<file path="src/rtl/pfer_pkg.sv">
// Shared constants, types and pattern ROM of the filled-ellipse rasterizer.
package pfer_pkg;

   localparam int COORD_BITS    = 16;
   localparam int PATTERN_COUNT = 12;

   localparam int CEN_W   = 15;
   localparam int RAD_W   = 13;
   localparam int COLOR_W = 32;
   localparam int STYLE_W = 4;
   localparam int SQ_W    = 26;
   localparam int COL_W   = 14;
   localparam int ROW_W   = 15;
   localparam int CUR_W   = 16;
   localparam int SLOPE_W = 42;
   localparam int DEC_W   = 58;
   localparam int MOP_W   = 30;
   localparam int PROD_W  = 2 * MOP_W;
   localparam int CALC_W  = 26;
   localparam int CNT_W   = 3;

   localparam logic CMD_START = 1'b0;
   localparam logic CMD_STEP  = 1'b1;

   typedef enum logic [3:0] {
      MUL_NONE,
      MUL_RX2,
      MUL_RY2,
      MUL_RX2RY,
      MUL_XX,
      MUL_YMSQ,
      MUL_A,
      MUL_B,
      MUL_C
   } mul_op_type;

   typedef struct packed {
      logic       load;
      logic       step;
      logic       update;
      logic       finalize;
      mul_op_type mul_op;
   } dp_cmd_type;

   typedef struct packed {
      logic is_start;
      logic ends_pair;
      logic out_free;
      logic slope_ge;
      logic upd_r1;
   } dp_status_type;

   localparam logic [7:0] PATTERN_ROM [16][8] = '{
      '{8'h00, 8'h00, 8'h00, 8'h00, 8'h00, 8'h00, 8'h00, 8'h00},
      '{8'hff, 8'hff, 8'hff, 8'hff, 8'hff, 8'hff, 8'hff, 8'hff},
      '{8'hff, 8'hff, 8'hff, 8'hff, 8'h00, 8'h00, 8'h00, 8'h00},
      '{8'h01, 8'h02, 8'h04, 8'h08, 8'h10, 8'h20, 8'h40, 8'h80},
      '{8'h83, 8'h07, 8'h0e, 8'h1c, 8'h38, 8'h70, 8'he0, 8'hc1},
      '{8'hf0, 8'h78, 8'h3c, 8'h1e, 8'h0f, 8'h87, 8'hc3, 8'he1},
      '{8'ha5, 8'hd2, 8'h69, 8'hb4, 8'h5a, 8'h2d, 8'h96, 8'h4b},
      '{8'hff, 8'h88, 8'h88, 8'h88, 8'hff, 8'h88, 8'h88, 8'h88},
      '{8'h81, 8'h42, 8'h24, 8'h18, 8'h18, 8'h24, 8'h42, 8'h81},
      '{8'hcc, 8'h33, 8'hcc, 8'h33, 8'hcc, 8'h33, 8'hcc, 8'h33},
      '{8'h08, 8'h00, 8'h80, 8'h00, 8'h08, 8'h00, 8'h80, 8'h00},
      '{8'h88, 8'h00, 8'h22, 8'h00, 8'h88, 8'h00, 8'h22, 8'h00},
      '{8'h00, 8'h00, 8'h00, 8'h00, 8'h00, 8'h00, 8'h00, 8'h00},
      '{8'h00, 8'h00, 8'h00, 8'h00, 8'h00, 8'h00, 8'h00, 8'h00},
      '{8'h00, 8'h00, 8'h00, 8'h00, 8'h00, 8'h00, 8'h00, 8'h00},
      '{8'h00, 8'h00, 8'h00, 8'h00, 8'h00, 8'h00, 8'h00, 8'h00}
   };

   function automatic logic [7:0] pattern_row(input logic [STYLE_W-1:0] style,
                                              input logic [2:0] row);
      logic [7:0] bits;
      bits = 8'h00;
      if (32'(style) < PATTERN_COUNT) begin
         bits = PATTERN_ROM[style][row];
      end
      return bits;
   endfunction

endpackage

</file>
<file path="src/rtl/pfer_ctrl.sv">
// Sequencing controller: transaction acceptance, multiply sequences, row-pair update.
module pfer_ctrl
   import pfer_pkg::*;
(
   input  logic          clock,
   input  logic          reset,
   input  logic          req_valid,
   output logic          req_ready,
   input  dp_status_type status,
   output dp_cmd_type    cmd
);

   typedef enum logic [2:0] {
      S_READY,
      S_LD,
      S_LD_DRAIN,
      S_LD_CHK,
      S_UPD,
      S_SEED,
      S_SEED_DRAIN,
      S_SEED_FIN
   } state_type;

   state_type        state_ff, state_in;
   logic [CNT_W-1:0] cnt_ff, cnt_in;
   logic             accept;

   always_comb begin
      state_in  = state_ff;
      cnt_in    = cnt_ff;
      req_ready = 1'b0;
      accept    = 1'b0;
      cmd       = '0;
      cmd.mul_op = MUL_NONE;
      unique case (state_ff)
         S_READY: begin
            req_ready  = status.out_free;
            accept     = req_valid && status.out_free;
            cmd.load   = accept && status.is_start;
            cmd.step   = accept && !status.is_start;
            if (cmd.load) begin
               state_in = S_LD;
               cnt_in   = '0;
            end else if (cmd.step && status.ends_pair) begin
               state_in = S_UPD;
            end
         end
         S_LD: begin
            unique case (cnt_ff)
               3'd0:    cmd.mul_op = MUL_RX2;
               3'd1:    cmd.mul_op = MUL_RY2;
               default: cmd.mul_op = MUL_RX2RY;
            endcase
            if (cnt_ff == 3'd2) begin
               state_in = S_LD_DRAIN;
               cnt_in   = '0;
            end else begin
               cnt_in = cnt_ff + 3'd1;
            end
         end
         S_LD_DRAIN: state_in = S_LD_CHK;
         S_LD_CHK: begin
            state_in = status.slope_ge ? S_SEED : S_READY;
         end
         S_UPD: begin
            cmd.update = 1'b1;
            cnt_in     = '0;
            state_in   = (status.upd_r1 && status.slope_ge) ? S_SEED : S_READY;
         end
         S_SEED: begin
            unique case (cnt_ff)
               3'd0:    cmd.mul_op = MUL_XX;
               3'd1:    cmd.mul_op = MUL_YMSQ;
               3'd2:    cmd.mul_op = MUL_A;
               3'd3:    cmd.mul_op = MUL_B;
               default: cmd.mul_op = MUL_C;
            endcase
            if (cnt_ff == 3'd4) begin
               state_in = S_SEED_DRAIN;
               cnt_in   = '0;
            end else begin
               cnt_in = cnt_ff + 3'd1;
            end
         end
         S_SEED_DRAIN: state_in = S_SEED_FIN;
         S_SEED_FIN: begin
            cmd.finalize = 1'b1;
            state_in     = S_READY;
         end
         default: state_in = S_READY;
      endcase
   end

   always_ff @(posedge clock) begin
      if (reset) begin
         state_ff <= S_READY;
         cnt_ff   <= '0;
      end else begin
         state_ff <= state_in;
         cnt_ff   <= cnt_in;
      end
   end

endmodule

</file>
<file path="config.mk">
export PLATFORM = sky130hd
export DESIGN_NAME = pfer_ctrl
export DESIGN_NICKNAME = d
export VERILOG_FILES = /design/src/rtl/pfer_pkg.sv /design/src/rtl/pfer_ctrl.sv
export SDC_FILE = /design/constraint.sdc
export NUM_CORES = 1
export LEC_CHECK = 0
export ABC_AREA = 1
export BUFFER_PORTS_ARGS = -buffer_cell sky130_fd_sc_hd__buf_2
export CAP_MARGIN = 20
export CORE_UTILIZATION = 45
export CTS_CLUSTER_SIZE = 14
export DETAILED_ROUTE_END_ITERATION = 12
export HOLD_SLACK_MARGIN = 0.08
export PLACE_DENSITY = 0.72
export SYNTH_ARGS = -nofsm -noshare
export SYNTH_HDL_FRONTEND = slang
export SYNTH_SLANG_ARGS = --single-unit
</file>
<file path="constraint.sdc">
create_clock -name clock -period 1.4 [get_ports clock]
set_input_delay 0.14 -clock clock [delete_from_list [all_inputs] [get_ports clock]]
set_output_delay 0.14 -clock clock [all_outputs]
set_load 0.05 [all_outputs]
</file>
==> results.tsv, run 1 <==
stage	metric	value	unit
synthesis	synth-seq-area-share	16.96	%
placed_design	portBuffers	16	
global_route	grt_max_degree	7	
placed_design	place_area	1006	um2
clock_tree	cts_sinks	6	
clock_tree	h-tree-depth	1	
placed_design	dp_hpwl	1493	um
synthesis	synth_cells	112	
sta	worstEpCategory	top-level output	
synthesis	ys_async_sr_fraction	0	%
placed_design	gp_congestion	0.8560	
synthesis	synth_cell_types	22	
synthesis	syn_area	708.2	um2
synthesis	synth_nets	129	
synthesis	synth_enable_flop_cells	0	
synthesis	synth-seq-cells	6	
clock_tree	ctsHoldBuffers	0	
die	fp.dieH	41.67	um
sta	grt_repair_worst_endpoint	cmd[3]	
die	rows	13	
placed_design	place_inst	157	
synthesis	synth_top_flop_cell	dfxtp_1	
outcome	haltStage	5_1_grt	
die	die_x	41.67	um
outcome	status	stopped before the end	
clock_tree	cts_buffers	3	
global_route	grt_antenna_before_repair	0	
outcome	firstError	[ERROR DPL-0033] detailed placement checks failed during check placement.	
clock_tree	clock-root-buffer	clkbuf_4	
die	start_util	51.22	%
clock_tree	max-clock-path-buffers	2	
die	io_pins	17	
synthesis	syn_area_per_cell	6.323	um2
synthesis	synthesis.yosys.warnings	0	
==> synthesized netlist by cell type (3+ instances only) <==
cell	count	area, um2
nand2_1	21	78.83
nor2_2	5	31.28
nor2_1	15	56.30
o21ai_0	4	20.02
dfxtp_1	6	120.1
nand3_1	8	40.04
nand2_2	4	25.02
inv_1	17	63.81
inv_2	3	11.26
ha_1	9	112.6
a21oi_1	6	30.03
==> cell families after synthesis <==
family / share of synthesized area [%]
buffers and inverters: 12.19
adders and majority gates: 15.90
AOI/OAI and AO/OA: 13.43
DFF: 16.96
and+or+nand+nor: 41.52
==> what timing repair did <==
action,CTS
endpoints found under the setup margin,10
pin swaps,15
resized for setup,47
buffers inserted,10
==> stage by stage <==
stage | hold WS [ns] | setup WS [ns]
CTS | 0.1022 | -0.1995
floorplan | 0.2024 | -0.07668
detailed placement | 0.3558 | -0.1484
global placement | 0.3465 | -0.09568
==> run 2: changes to the inputs <==
Settings changed: CORE_AREA set to 2 2 63 65, CORE_UTILIZATION 45 to unset, CTS_CLUSTER_SIZE 14 to unset, DIE_AREA set to 0 0 65 67, HOLD_SLACK_MARGIN 0.08 to unset, PLACE_DENSITY 0.72 to unset, PLACE_DENSITY_LB_ADDON set to 0.15.
Clock period 1.4 ns to 1.8 ns, I/O delays scaled along.
==> run 2 against run 1 <==
Compared with the run above: the run now ends clean; synthesized cell count stayed put; synthesized area unchanged.
==> results.tsv, run 2 <==
stage	metric	value	unit	change
placed_design	dp_hpwl	1382	um	was 1493 um
min_path	worstHoldPathType	in -> reg		
synthesis	synthesis.yosys.warnings	0		unchanged
die	rows	22		was 13
global_route	use_met1	10.37	%	
drt	vias_per_cell	3.916		
final_layout	fill_cells	397		
clock_tree	ctsHoldBuffers	0		unchanged
min_path	hold_depth	2		
synthesis	synth_enable_flop_cells	0		unchanged
pwr	power_leakage	0.4505	nW	
clock_tree	cts_tree	done		
drt	num_vias	697		
sta	setup_tns	0	ns	
placed_design	portBuffers	16		unchanged
global_route	grt_pass1_wl	2808	um	
sta	maxSlewHeadroom	76.58	%	
synthesis	yosysTopAreaCell	dfxtp_1		unchanged
synthesis	synth-seq-area-share	16.96	%	unchanged
die	start_util	19.64	%	was 51.22%
clock_tree	clock-root-buffer	clkbuf_8		was clkbuf_4
sta	max_freq	602.7	MHz	
setup_path	worst-r2r-cell-count	8		
job	drv_cap	0		
clock_tree	cts_resized	2		was 47
pwr	powerDensity	1274	nW/um2	
setup_path	crit_fanout	6		
sta	rsz0062_at_grt	no		
outcome	status	finished, final reports clean		was stopped before the end
global_route	met3_usage	2.027	%	
drt	first_iter_violations	25		
final_layout	synthToLayoutAreaGrowth	29.86	%	
drt	drt-total-wl	1576	um	
global_route	grt_max_degree	10		
pwr	peakVddDrop	0.0002668	V	
final_layout	final_common_cell	nand2_1		
clock_tree	clock_latency	0.22	ns	
clock_tree	clkTransAtPathRegs	0.04	ns	
final_layout	drive_gt1_share	36.92	%	
synthesis	ys_async_sr_fraction	0	%	unchanged
drt	drc	0		
synthesis	synth_top_flop_cell	dfxtp_1		unchanged
final_layout	diodes	0		
drt	ant_nets	0		
die	fp.dieH	67	um	was 41.67 um
setup_path	crit_path_start_kind	flip-flop		
synthesis	synth-seq-cells	6		unchanged
die	io_pins	17		unchanged
final_layout	reg_top3	cnt_ff (3), state_ff (3)		
setup_path	cp.required	1.62	ns	
synthesis	yosys-top-cells-area	dfxtp_1 (17%), ha_1 (16%), nand2_1 (11%)		unchanged
synthesis	synth_cell_types	22		unchanged
global_route	grt-busiest-layer	met2		
drt	firstDrtPassIters	2		
synthesis	syn_area	708.2	um2	unchanged
global_route	grt_antenna_before_repair	0		
synthesis	synth_top_area_share	16.96	%	unchanged
drt	routedWlPerCell	8.854	um	
synthesis	yosysMostFrequentCell	nand2_1		unchanged
sta	hold_violations	0		
setup_path	end_kind	output pin		
pwr	p_total	1.171	mW	
placed_design	gp_congestion	0.7656		was 0.8560
setup_path	critical_path_class	reg -> out		
clock_tree	cts_buffers	3		unchanged
global_route	grt_pass1_vias	681		
synthesis	ys_top_cells_by_count	nand2_1 (21), inv_1 (17), nor2_1 (15)		unchanged
sta	tightest_slew	0.3509	ns	
clock_tree	h-tree-depth	1		unchanged
synthesis	synth_cells	112		unchanged
die	dieArea	4355	um2	
global_route	globalRouteOverflowTotal	0		
clock_tree	post_cts_buffers	0		was 10
sta	finalCritPeriodShare	92.18	%	
clock_tree	cts_sinks	6		unchanged
die	core-area	3606	um2	
clock_tree	max-clock-path-buffers	2		unchanged
global_route	grtUsageMet2	13.53	%	
die	die_x	65	um	was 41.67 um
sta	setup_violations	0		
sta	slew_violations	0		
setup_path	crit_arrival	1.48	ns	
sta	fin_worst_skew	0.003873	ns	
sta	holdWs	0.1648	ns	
final_layout	layout_common_cells	nand2_1 (21), inv_1 (16), nor2_1 (13), buf_2 (11), nand3_1 (8)		
final_layout	nets	149		
synthesis	synth_nets	129		unchanged
global_route	track_usage	8.366	%	
sta	fin_crit	1.659	ns	
synthesis	syn_area_per_cell	6.323	um2	unchanged
## run 2: cell counts after synthesis
Identical to the previous run, type by type.
## run 2: worst paths after layout
path	from	end	slack, ns
worst max register to register	state_ff[1]	state_ff[1]	0.37
worst max-delay path	state_ff[1]	cmd[1]	0.14
worst min-delay path	reset	state_ff[0]	0.16
worst min register to register	cnt_ff[2]	cnt_ff[2]	0.51
## run 2: kinds of logic after synthesis
kind of cell / synth area share, %
buf+inv: 12.19
fa+ha+maj: 15.90
simple gates: 41.52
flops: 16.96
compound gates: 13.43
## run 2: cell type report
type / instances / area (um2) / share of cell area, %
inverter: 20 / 75.07 / 8.163
multi-input combinational: 85 / 524.3 / 57.01
clock buffer: 3 / 41.29 / 4.490
tap: 48 / 60.06 / 6.531
timing repair buffer: 16 / 96.34 / 10.48
sequential: 6 / 122.6 / 13.33
## run 2: worst max-delay path: stages (launching register included)
cell,delay [ns]
dfxtp_1,0.33
inv_1,0.08
ha_2,0.26
nand2_2,0.09
inv_2,0.08
o21ai_0,0.07
o21ai_1,0.07
buf_2,0.27
## run 2: routing by layer
layer	share of wire, %	up-vias
li1	-	387
met1	51	302
met2	46	6
met3	2.5	2
met4	0.70	0
met5	0	-
## run 2: stage by stage
step           instances  worst slack, ns  instance area, um2  util, %
2_1_floorplan        112         -0.04233               718.2        -
6_report             178           0.1407               919.6    25.50
4_1_cts              178         -0.02586               893.4    24.77
5_1_grt              178         0.009188               919.6    25.50
3_5_place_dp         175           0.1548               847.1    23.49
3_3_place_gp         175           0.1387               847.1    23.49
## run 2: power breakdown
group          internal (mW)  switching, mW
sequential             0.166         0.0485
clock                  0.143         0.0538
combinational          0.248          0.511
Note: power is estimated with default switching activity, not from simulation.
==> run 3: changes to the inputs <==
Settings changed: CELL_PAD_IN_SITES_DETAIL_PLACEMENT set to 0, CELL_PAD_IN_SITES_GLOBAL_PLACEMENT set to 2.
==> run 3 against run 2 <==
Compared with the run above: cell count rose by 0.56%; sequential power barely moved; via count rose by 3.6%; largest power group unchanged; register-to-register slack got worse by 0.03 ns; maximum frequency rose by 0.23%; critical path type unchanged; first-iteration DRC count rose by 48%.
==> results.tsv, run 3 (synthesized netlist as in run 2, its figures left out) <==
stage	metric	value	unit	change
drt	vias_per_cell	4.034		was 3.916
drt	drt-total-wl	1700	um	was 1576 um
final_layout	drive_gt1_share	35.88	%	was 36.92%
setup_path	r2r-end	state_ff[1]		unchanged
global_route	grt_pass1_vias	680		was 681
drt	num_vias	722		was 697
setup_path	timing.rr.start	state_ff[1]		unchanged
die	start_util	19.64	%	unchanged
sta	hold_violations	0		unchanged
final_layout	final_common_cell	nand2_1		unchanged
placed_design	preCtsSetupSlack	0.1351	ns	was 0.1548 ns
placed_design	place_area	854.6	um2	was 847.1 um2
die	io_pins	17		unchanged
min_path	min-delay-start	reset		unchanged
setup_path	worst-r2r-cell-count	8		unchanged
pwr	peakVddDrop	0.0003664	V	was 0.0002668 V
final_layout	layout_common_cells	nand2_1 (21), inv_1 (16), nor2_1 (13), buf_2 (9), nand3_1 (8)		was nand2_1 (21), inv_1 (16), nor2_1 (13), buf_2 (11), nand3_1 (8)
outcome	status	finished, final reports clean		unchanged
setup_path	path_depth	8		was 7
placed_design	portBuffers	16		unchanged
pwr	seq_power_share	18.3	%	about the same
setup_path	crit_top_cell	nor2_2		
clock_tree	cts_sinks	6		unchanged
die	core-area	3606	um2	unchanged
setup_path	crit_path_start_kind	flip-flop		unchanged
setup_path	end_kind	output pin		unchanged
sta	setup_violations	0		unchanged
sta	fin_crit	1.655	ns	was 1.659 ns
clock_tree	max-clock-path-buffers	2		unchanged
global_route	grt_pass1_wl	3056	um	was 2808 um
pwr	powerDensity	1274	nW/um2	about the same
sta	worst_slack	0.1446	ns	was 0.1407 ns
sta	tightest_slew	0.3616	ns	was 0.3509 ns
global_route	globalRouteOverflowTotal	0		unchanged
job	drv_cap	0		unchanged
clock_tree	clock_latency	0.22	ns	about the same
final_layout	synthToLayoutAreaGrowth	31.10	%	was 29.86%
pwr	power_switching_share	52.37	%	was 52.36%
sta	rsz0062_at_grt	no		unchanged
setup_path	slowest_delay	0.36	ns	was 0.33 ns
clock_tree	post_cts_buffers	0		unchanged
clock_tree	cts_tree	done		unchanged
setup_path	crit_fanout	4		was 6
setup_path	cp_top_family	flip-flops		was buffers and inverters
die	dieArea	4355	um2	unchanged
sta	maxSlewHeadroom	75.86	%	was 76.58%
setup_path	cp.required	1.62	ns	about the same
pwr	p_clk_share	16.4	%	was 16.8%
final_layout	design_area	928.4	um2	was 919.6 um2
setup_path	slowest_stage	dfxtp_2		was dfxtp_1
setup_path	crit_arrival	1.48	ns	about the same
pwr	p_total	1.183	mW	was 1.171 mW
placed_design	dp_hpwl	1539	um	was 1382 um
global_route	grt_max_degree	10		unchanged
final_layout	nets	150		was 149
sta	slew_violations	0		unchanged
pwr	internal-power	563.4	uW	was 558.1 uW
min_path	worstHoldPathType	in -> reg		unchanged
die	fp.dieH	67	um	unchanged
final_layout	reg_top3	cnt_ff (3), state_ff (3)		unchanged
drt	routedWlPerCell	9.497	um	was 8.854 um
sta	setup_tns	0	ns	unchanged
setup_path	cp_cell_sequence	inv_2, ha_1, inv_1, nor2_2, nor2_2, nand3_1, nor2_1, buf_4		was inv_1, ha_2, nand2_2, inv_2, o21ai_0, o21ai_1, buf_2
setup_path	reg2reg_setup_slack	0.34	ns	was 0.37 ns
clock_tree	cts_buffers	3		unchanged
die	rows	22		unchanged
drt	firstDrtPassIters	4		was 2
setup_path	crit_end	cmd[3]		was cmd[1]
final_layout	fill_cells	425		was 397
drt	drc	0		unchanged
drt	first_iter_violations	37		was 25
pwr	power_leakage	0.4560	nW	was 0.4505 nW
pwr	switching_power	619.4	uW	was 613.4 uW
sta	fin_worst_skew	0.002109	ns	was 0.003873 ns
final_layout	fin_util	25.75	%	was 25.50%
global_route	track_usage	8.968	%	was 8.366%
setup_path	critical_path_class	reg -> out		unchanged
die	die_x	65	um	unchanged
pwr	combinationalPowerShare	65.3	%	was 64.8%
drt	ant_nets	0		unchanged
setup_path	critPathBufInv	3		unchanged
global_route	grt_antenna_before_repair	0		unchanged
placed_design	gp_congestion	0.7106		was 0.7656
sta	finalCritPeriodShare	91.97	%	was 92.18%
final_layout	diodes	0		unchanged
clock_tree	clock-root-buffer	clkbuf_8		unchanged
clock_tree	clkTransAtPathRegs	0.04	ns	about the same
setup_path	setup.worst_path.start	cnt_ff[0]		was state_ff[1]
clock_tree	h-tree-depth	1		unchanged
sta	max_freq	604.1	MHz	was 602.7 MHz
==> run 3: layout make-up <==
type / count / area [um2] / share of cell area [%]
Tap cell: 48 / 60.06 / 6.469
Timing Repair Buffer: 17 / 108.9 / 11.73
Sequential cell: 6 / 121.4 / 13.07
Multi-Input combinational cell: 85 / 521.8 / 56.20
Clock buffer: 3 / 41.29 / 4.447
Inverter: 20 / 75.07 / 8.086
==> run 3: repair_timing <==
action | CTS | global route
pin swaps | 0 | 0
hold buffers | 0 | 0
endpoints found under the setup margin | 4 | 7
gates resized for setup | 5 | 10
==> run 3: worst register-to-register path, cell delays in order, from the launching register on <==
cell     delay [ns]
dfxtp_1        0.36
inv_1          0.08
ha_2           0.23
nand2_2        0.16
nor2_4         0.06
nor2_2         0.16
nand2_2        0.10
o21ai_1        0.14
nor2_1         0.05
==> run 3: per-layer routing <==
metal | vias up | share of wire [%] | global-route usage [%]
li1 | 389 | - | -
met3 | 2 | 3.8 | 1.689
met4 | 0 | 0.59 | 3.191
met2 | 15 | 44 | 14.05
met5 | - | 0 | 0
met1 | 316 | 51 | 12.17
==> run 3: worst min path at each step <==
| stage | end | cells after the start | slack, ns |
|---|---|---|---|
| finish | state_ff[0] | 2 | 0.18 |
| CTS | state_ff[0] | 2 | 0.18 |
| global placement | state_ff[0] | 2 | 0.41 |
| detailed placement | state_ff[0] | 2 | 0.41 |
| floorplan | state_ff[0] | 1 | 0.24 |
| global route | state_ff[0] | 2 | 0.20 |
==> run 3: through the flow <==
stage	hold slack [ns]	std cells
global route	0.1965	179
global placement	0.4096	176
floorplan	0.2424	112
finish	0.1781	179
CTS	0.1813	179
detailed placement	0.4137	176
==> run 3: power groups by stage <==
stage | sequential [mW] | clock (mW) | combinational (mW)
after floorplan | 0.189 | 0 | 0.644
after global placement | 0.218 | 0 | 0.779
after detailed placement | 0.217 | 0 | 0.763
after CTS | 0.215 | 0.202 | 0.772
after global routing | 0.224 | 0.212 | 0.878
final | 0.216 | 0.194 | 0.773
==> run 4: changes to the inputs <==
Settings changed: RECOVER_POWER set to 25.
==> run 4 against run 3 <==
Compared with the run above: first-iteration DRC count shrank 5.4%; global-route usage is the same; sequential power is essentially flat; register-to-register slack barely moved; combinational power down 1%; clock power barely moved; cell count unchanged; setup slack barely moved; total power shrank 0.92%; critical endpoint unchanged; largest power group unchanged; highest routed layer unchanged.
==> results.tsv, run 4 (synthesized netlist as in run 2, its figures left out) <==
stage	metric	value	unit	change
outcome	status	finished, final reports clean		unchanged
global_route	grt_pass1_wl	3056	um	unchanged
clock_tree	max-clock-path-buffers	2		unchanged
final_layout	layout_common_cells	nand2_1 (21), inv_1 (16), nor2_1 (13), nand3_1 (8), buf_2 (8)		was nand2_1 (21), inv_1 (16), nor2_1 (13), buf_2 (9), nand3_1 (8)
sta	fin_crit	1.655	ns	about the same
drt	drt-total-wl	1711	um	was 1700 um
setup_path	cp_top_family	flip-flops		unchanged
min_path	worstHoldPathType	in -> reg		unchanged
sta	holdWs	0.1781	ns	unchanged
die	rows	22		unchanged
setup_path	path_depth	8		unchanged
sta	setup_violations	0		unchanged
final_layout	fin_util	25.61	%	was 25.75%
die	dieArea	4355	um2	unchanged
pwr	peakVddDrop	0.0003626	V	was 0.0003664 V
global_route	grt_max_degree	10		unchanged
drt	ant_nets	0		unchanged
final_layout	reg_top3	cnt_ff (3), state_ff (3)		unchanged
setup_path	crit_path_start_kind	flip-flop		unchanged
sta	max_freq	604.1	MHz	about the same
clock_tree	clock_latency	0.22	ns	about the same
setup_path	cp_cell_sequence	inv_2, ha_1, inv_1, nor2_2, nor2_2, nand3_1, nor2_1, buf_4		unchanged
drt	vias_per_cell	4.017		was 4.034
setup_path	timing.rr.start	state_ff[0]		was state_ff[1]
sta	finalCritPeriodShare	91.97	%	about the same
placed_design	portBuffers	16		unchanged
die	io_pins	17		unchanged
sta	rsz0062_at_grt	no		unchanged
final_layout	final_common_cell	nand2_1		unchanged
clock_tree	cts_tree	done		unchanged
sta	tightest_slew	0.5846	ns	was 0.3616 ns
sta	hold_violations	0		unchanged
setup_path	crit_top_cell	nor2_2		unchanged
setup_path	crit_fanout	4		unchanged
global_route	grt_antenna_before_repair	0		unchanged
final_layout	synthToLayoutAreaGrowth	30.39	%	was 31.10%
placed_design	gp_congestion	0.7106		unchanged
drt	drc	0		unchanged
die	die_x	65	um	unchanged
placed_design	preCtsSetupSlack	0.1351	ns	unchanged
setup_path	cp.required	1.62	ns	about the same
sta	maxSlewHeadroom	61.19	%	was 75.86%
clock_tree	cts_buffers	3		unchanged
global_route	grt_pass1_vias	680		unchanged
clock_tree	clock-root-buffer	clkbuf_8		unchanged
die	start_util	19.64	%	unchanged
pwr	p_total	1.172	mW	was 1.183 mW
final_layout	diodes	0		unchanged
sta	fin_worst_skew	0.002109	ns	unchanged
sta	worst_slack	0.1446	ns	about the same
clock_tree	cts_sinks	6		unchanged
setup_path	r2r-end	cnt_ff[0]		was state_ff[1]
global_route	track_usage	8.968	%	unchanged
setup_path	critPathBufInv	3		unchanged
setup_path	worst-r2r-cell-count	9		was 8
die	fp.dieH	67	um	unchanged
sta	slew_violations	0		unchanged
clock_tree	clkTransAtPathRegs	0.04	ns	about the same
pwr	power_leakage	0.4506	nW	was 0.4560 nW
setup_path	slowest_stage	dfxtp_2		unchanged
pwr	powerDensity	1269	nW/um2	was 1274 nW/um2
clock_tree	h-tree-depth	1		unchanged
setup_path	crit_arrival	1.48	ns	about the same
final_layout	drive_gt1_share	34.35	%	was 35.88%
setup_path	end_kind	output pin		unchanged
global_route	globalRouteOverflowTotal	0		unchanged
setup_path	critical_path_class	reg -> out		unchanged
die	core-area	3606	um2	unchanged
drt	routedWlPerCell	9.559	um	was 9.497 um
setup_path	reg2reg_setup_slack	0.34	ns	about the same
setup_path	slowest_delay	0.36	ns	about the same
final_layout	nets	150		unchanged
drt	first_iter_violations	35		was 37
placed_design	place_area	854.6	um2	unchanged
job	drv_cap	0		unchanged
final_layout	design_area	923.4	um2	was 928.4 um2
setup_path	crit_end	cmd[3]		unchanged
clock_tree	ctsHoldBuffers	0		unchanged
drt	firstDrtPassIters	4		unchanged
setup_path	setup.worst_path.start	cnt_ff[0]		unchanged
placed_design	dp_hpwl	1539	um	unchanged
drt	num_vias	719		was 722
[run 4: cell count changes in the layout (fill, tap and decap cells not counted)]
cell / before / now
o21ai_1: 2 / 3
clkbuf_1: 0 / 1
buf_2: 9 / 8
o21ai_2: 2 / 1
[run 4: timing repair]
action / CTS / global route
buffers inserted: 0 / 0
setup endpoints to repair: 4 / 7
gates resized for setup: 5 / 10
pin swaps: 0 / 0
[run 4: layout make-up]
| class | instances | area, um2 |
|---|---|---|
| Fill cell | 427 | 2683 |
| Inverter | 20 | 75.07 |
| Sequential cell | 6 | 121.4 |
| Timing Repair Buffer | 17 | 107.6 |
| Clock buffer | 3 | 41.29 |
| Tap cell | 48 | 60.06 |
| Multi-Input combinational cell | 85 | 518.0 |
[run 4: report_power, final]
part	total (mW)	switching (mW)	internal [mW]
combinational	0.762	0.514	0.248
sequential	0.216	0.0499	0.166
clock	0.194	0.0506	0.143
[run 4: worst min-delay path by stage]
stage	startpoint	end	slack, ns	cells after the start
after floorplan	reset	state_ff[0]	0.24	1
after global placement	reset	state_ff[0]	0.41	2
after detailed placement	reset	state_ff[0]	0.41	2
after CTS	reset	state_ff[0]	0.18	2
after global routing	reset	state_ff[0]	0.20	2
final	reset	state_ff[0]	0.18	2
[run 4: per-stage QoR]
stage	std cells	TNS (ns)
final	179	0
after global routing	179	0
after CTS	179	0
after detailed placement	176	0
after global placement	176	0
after floorplan	112	-0.05738
[run 4: per-layer routing]
metal | up-vias | share of wire (%) | global-route usage [%]
met5 | - | 0 | 0
met3 | 2 | 3.8 | 1.689
met1 | 316 | 51 | 12.17
met4 | 0 | 0.58 | 3.191
li1 | 388 | - | -
met2 | 13 | 44 | 14.05
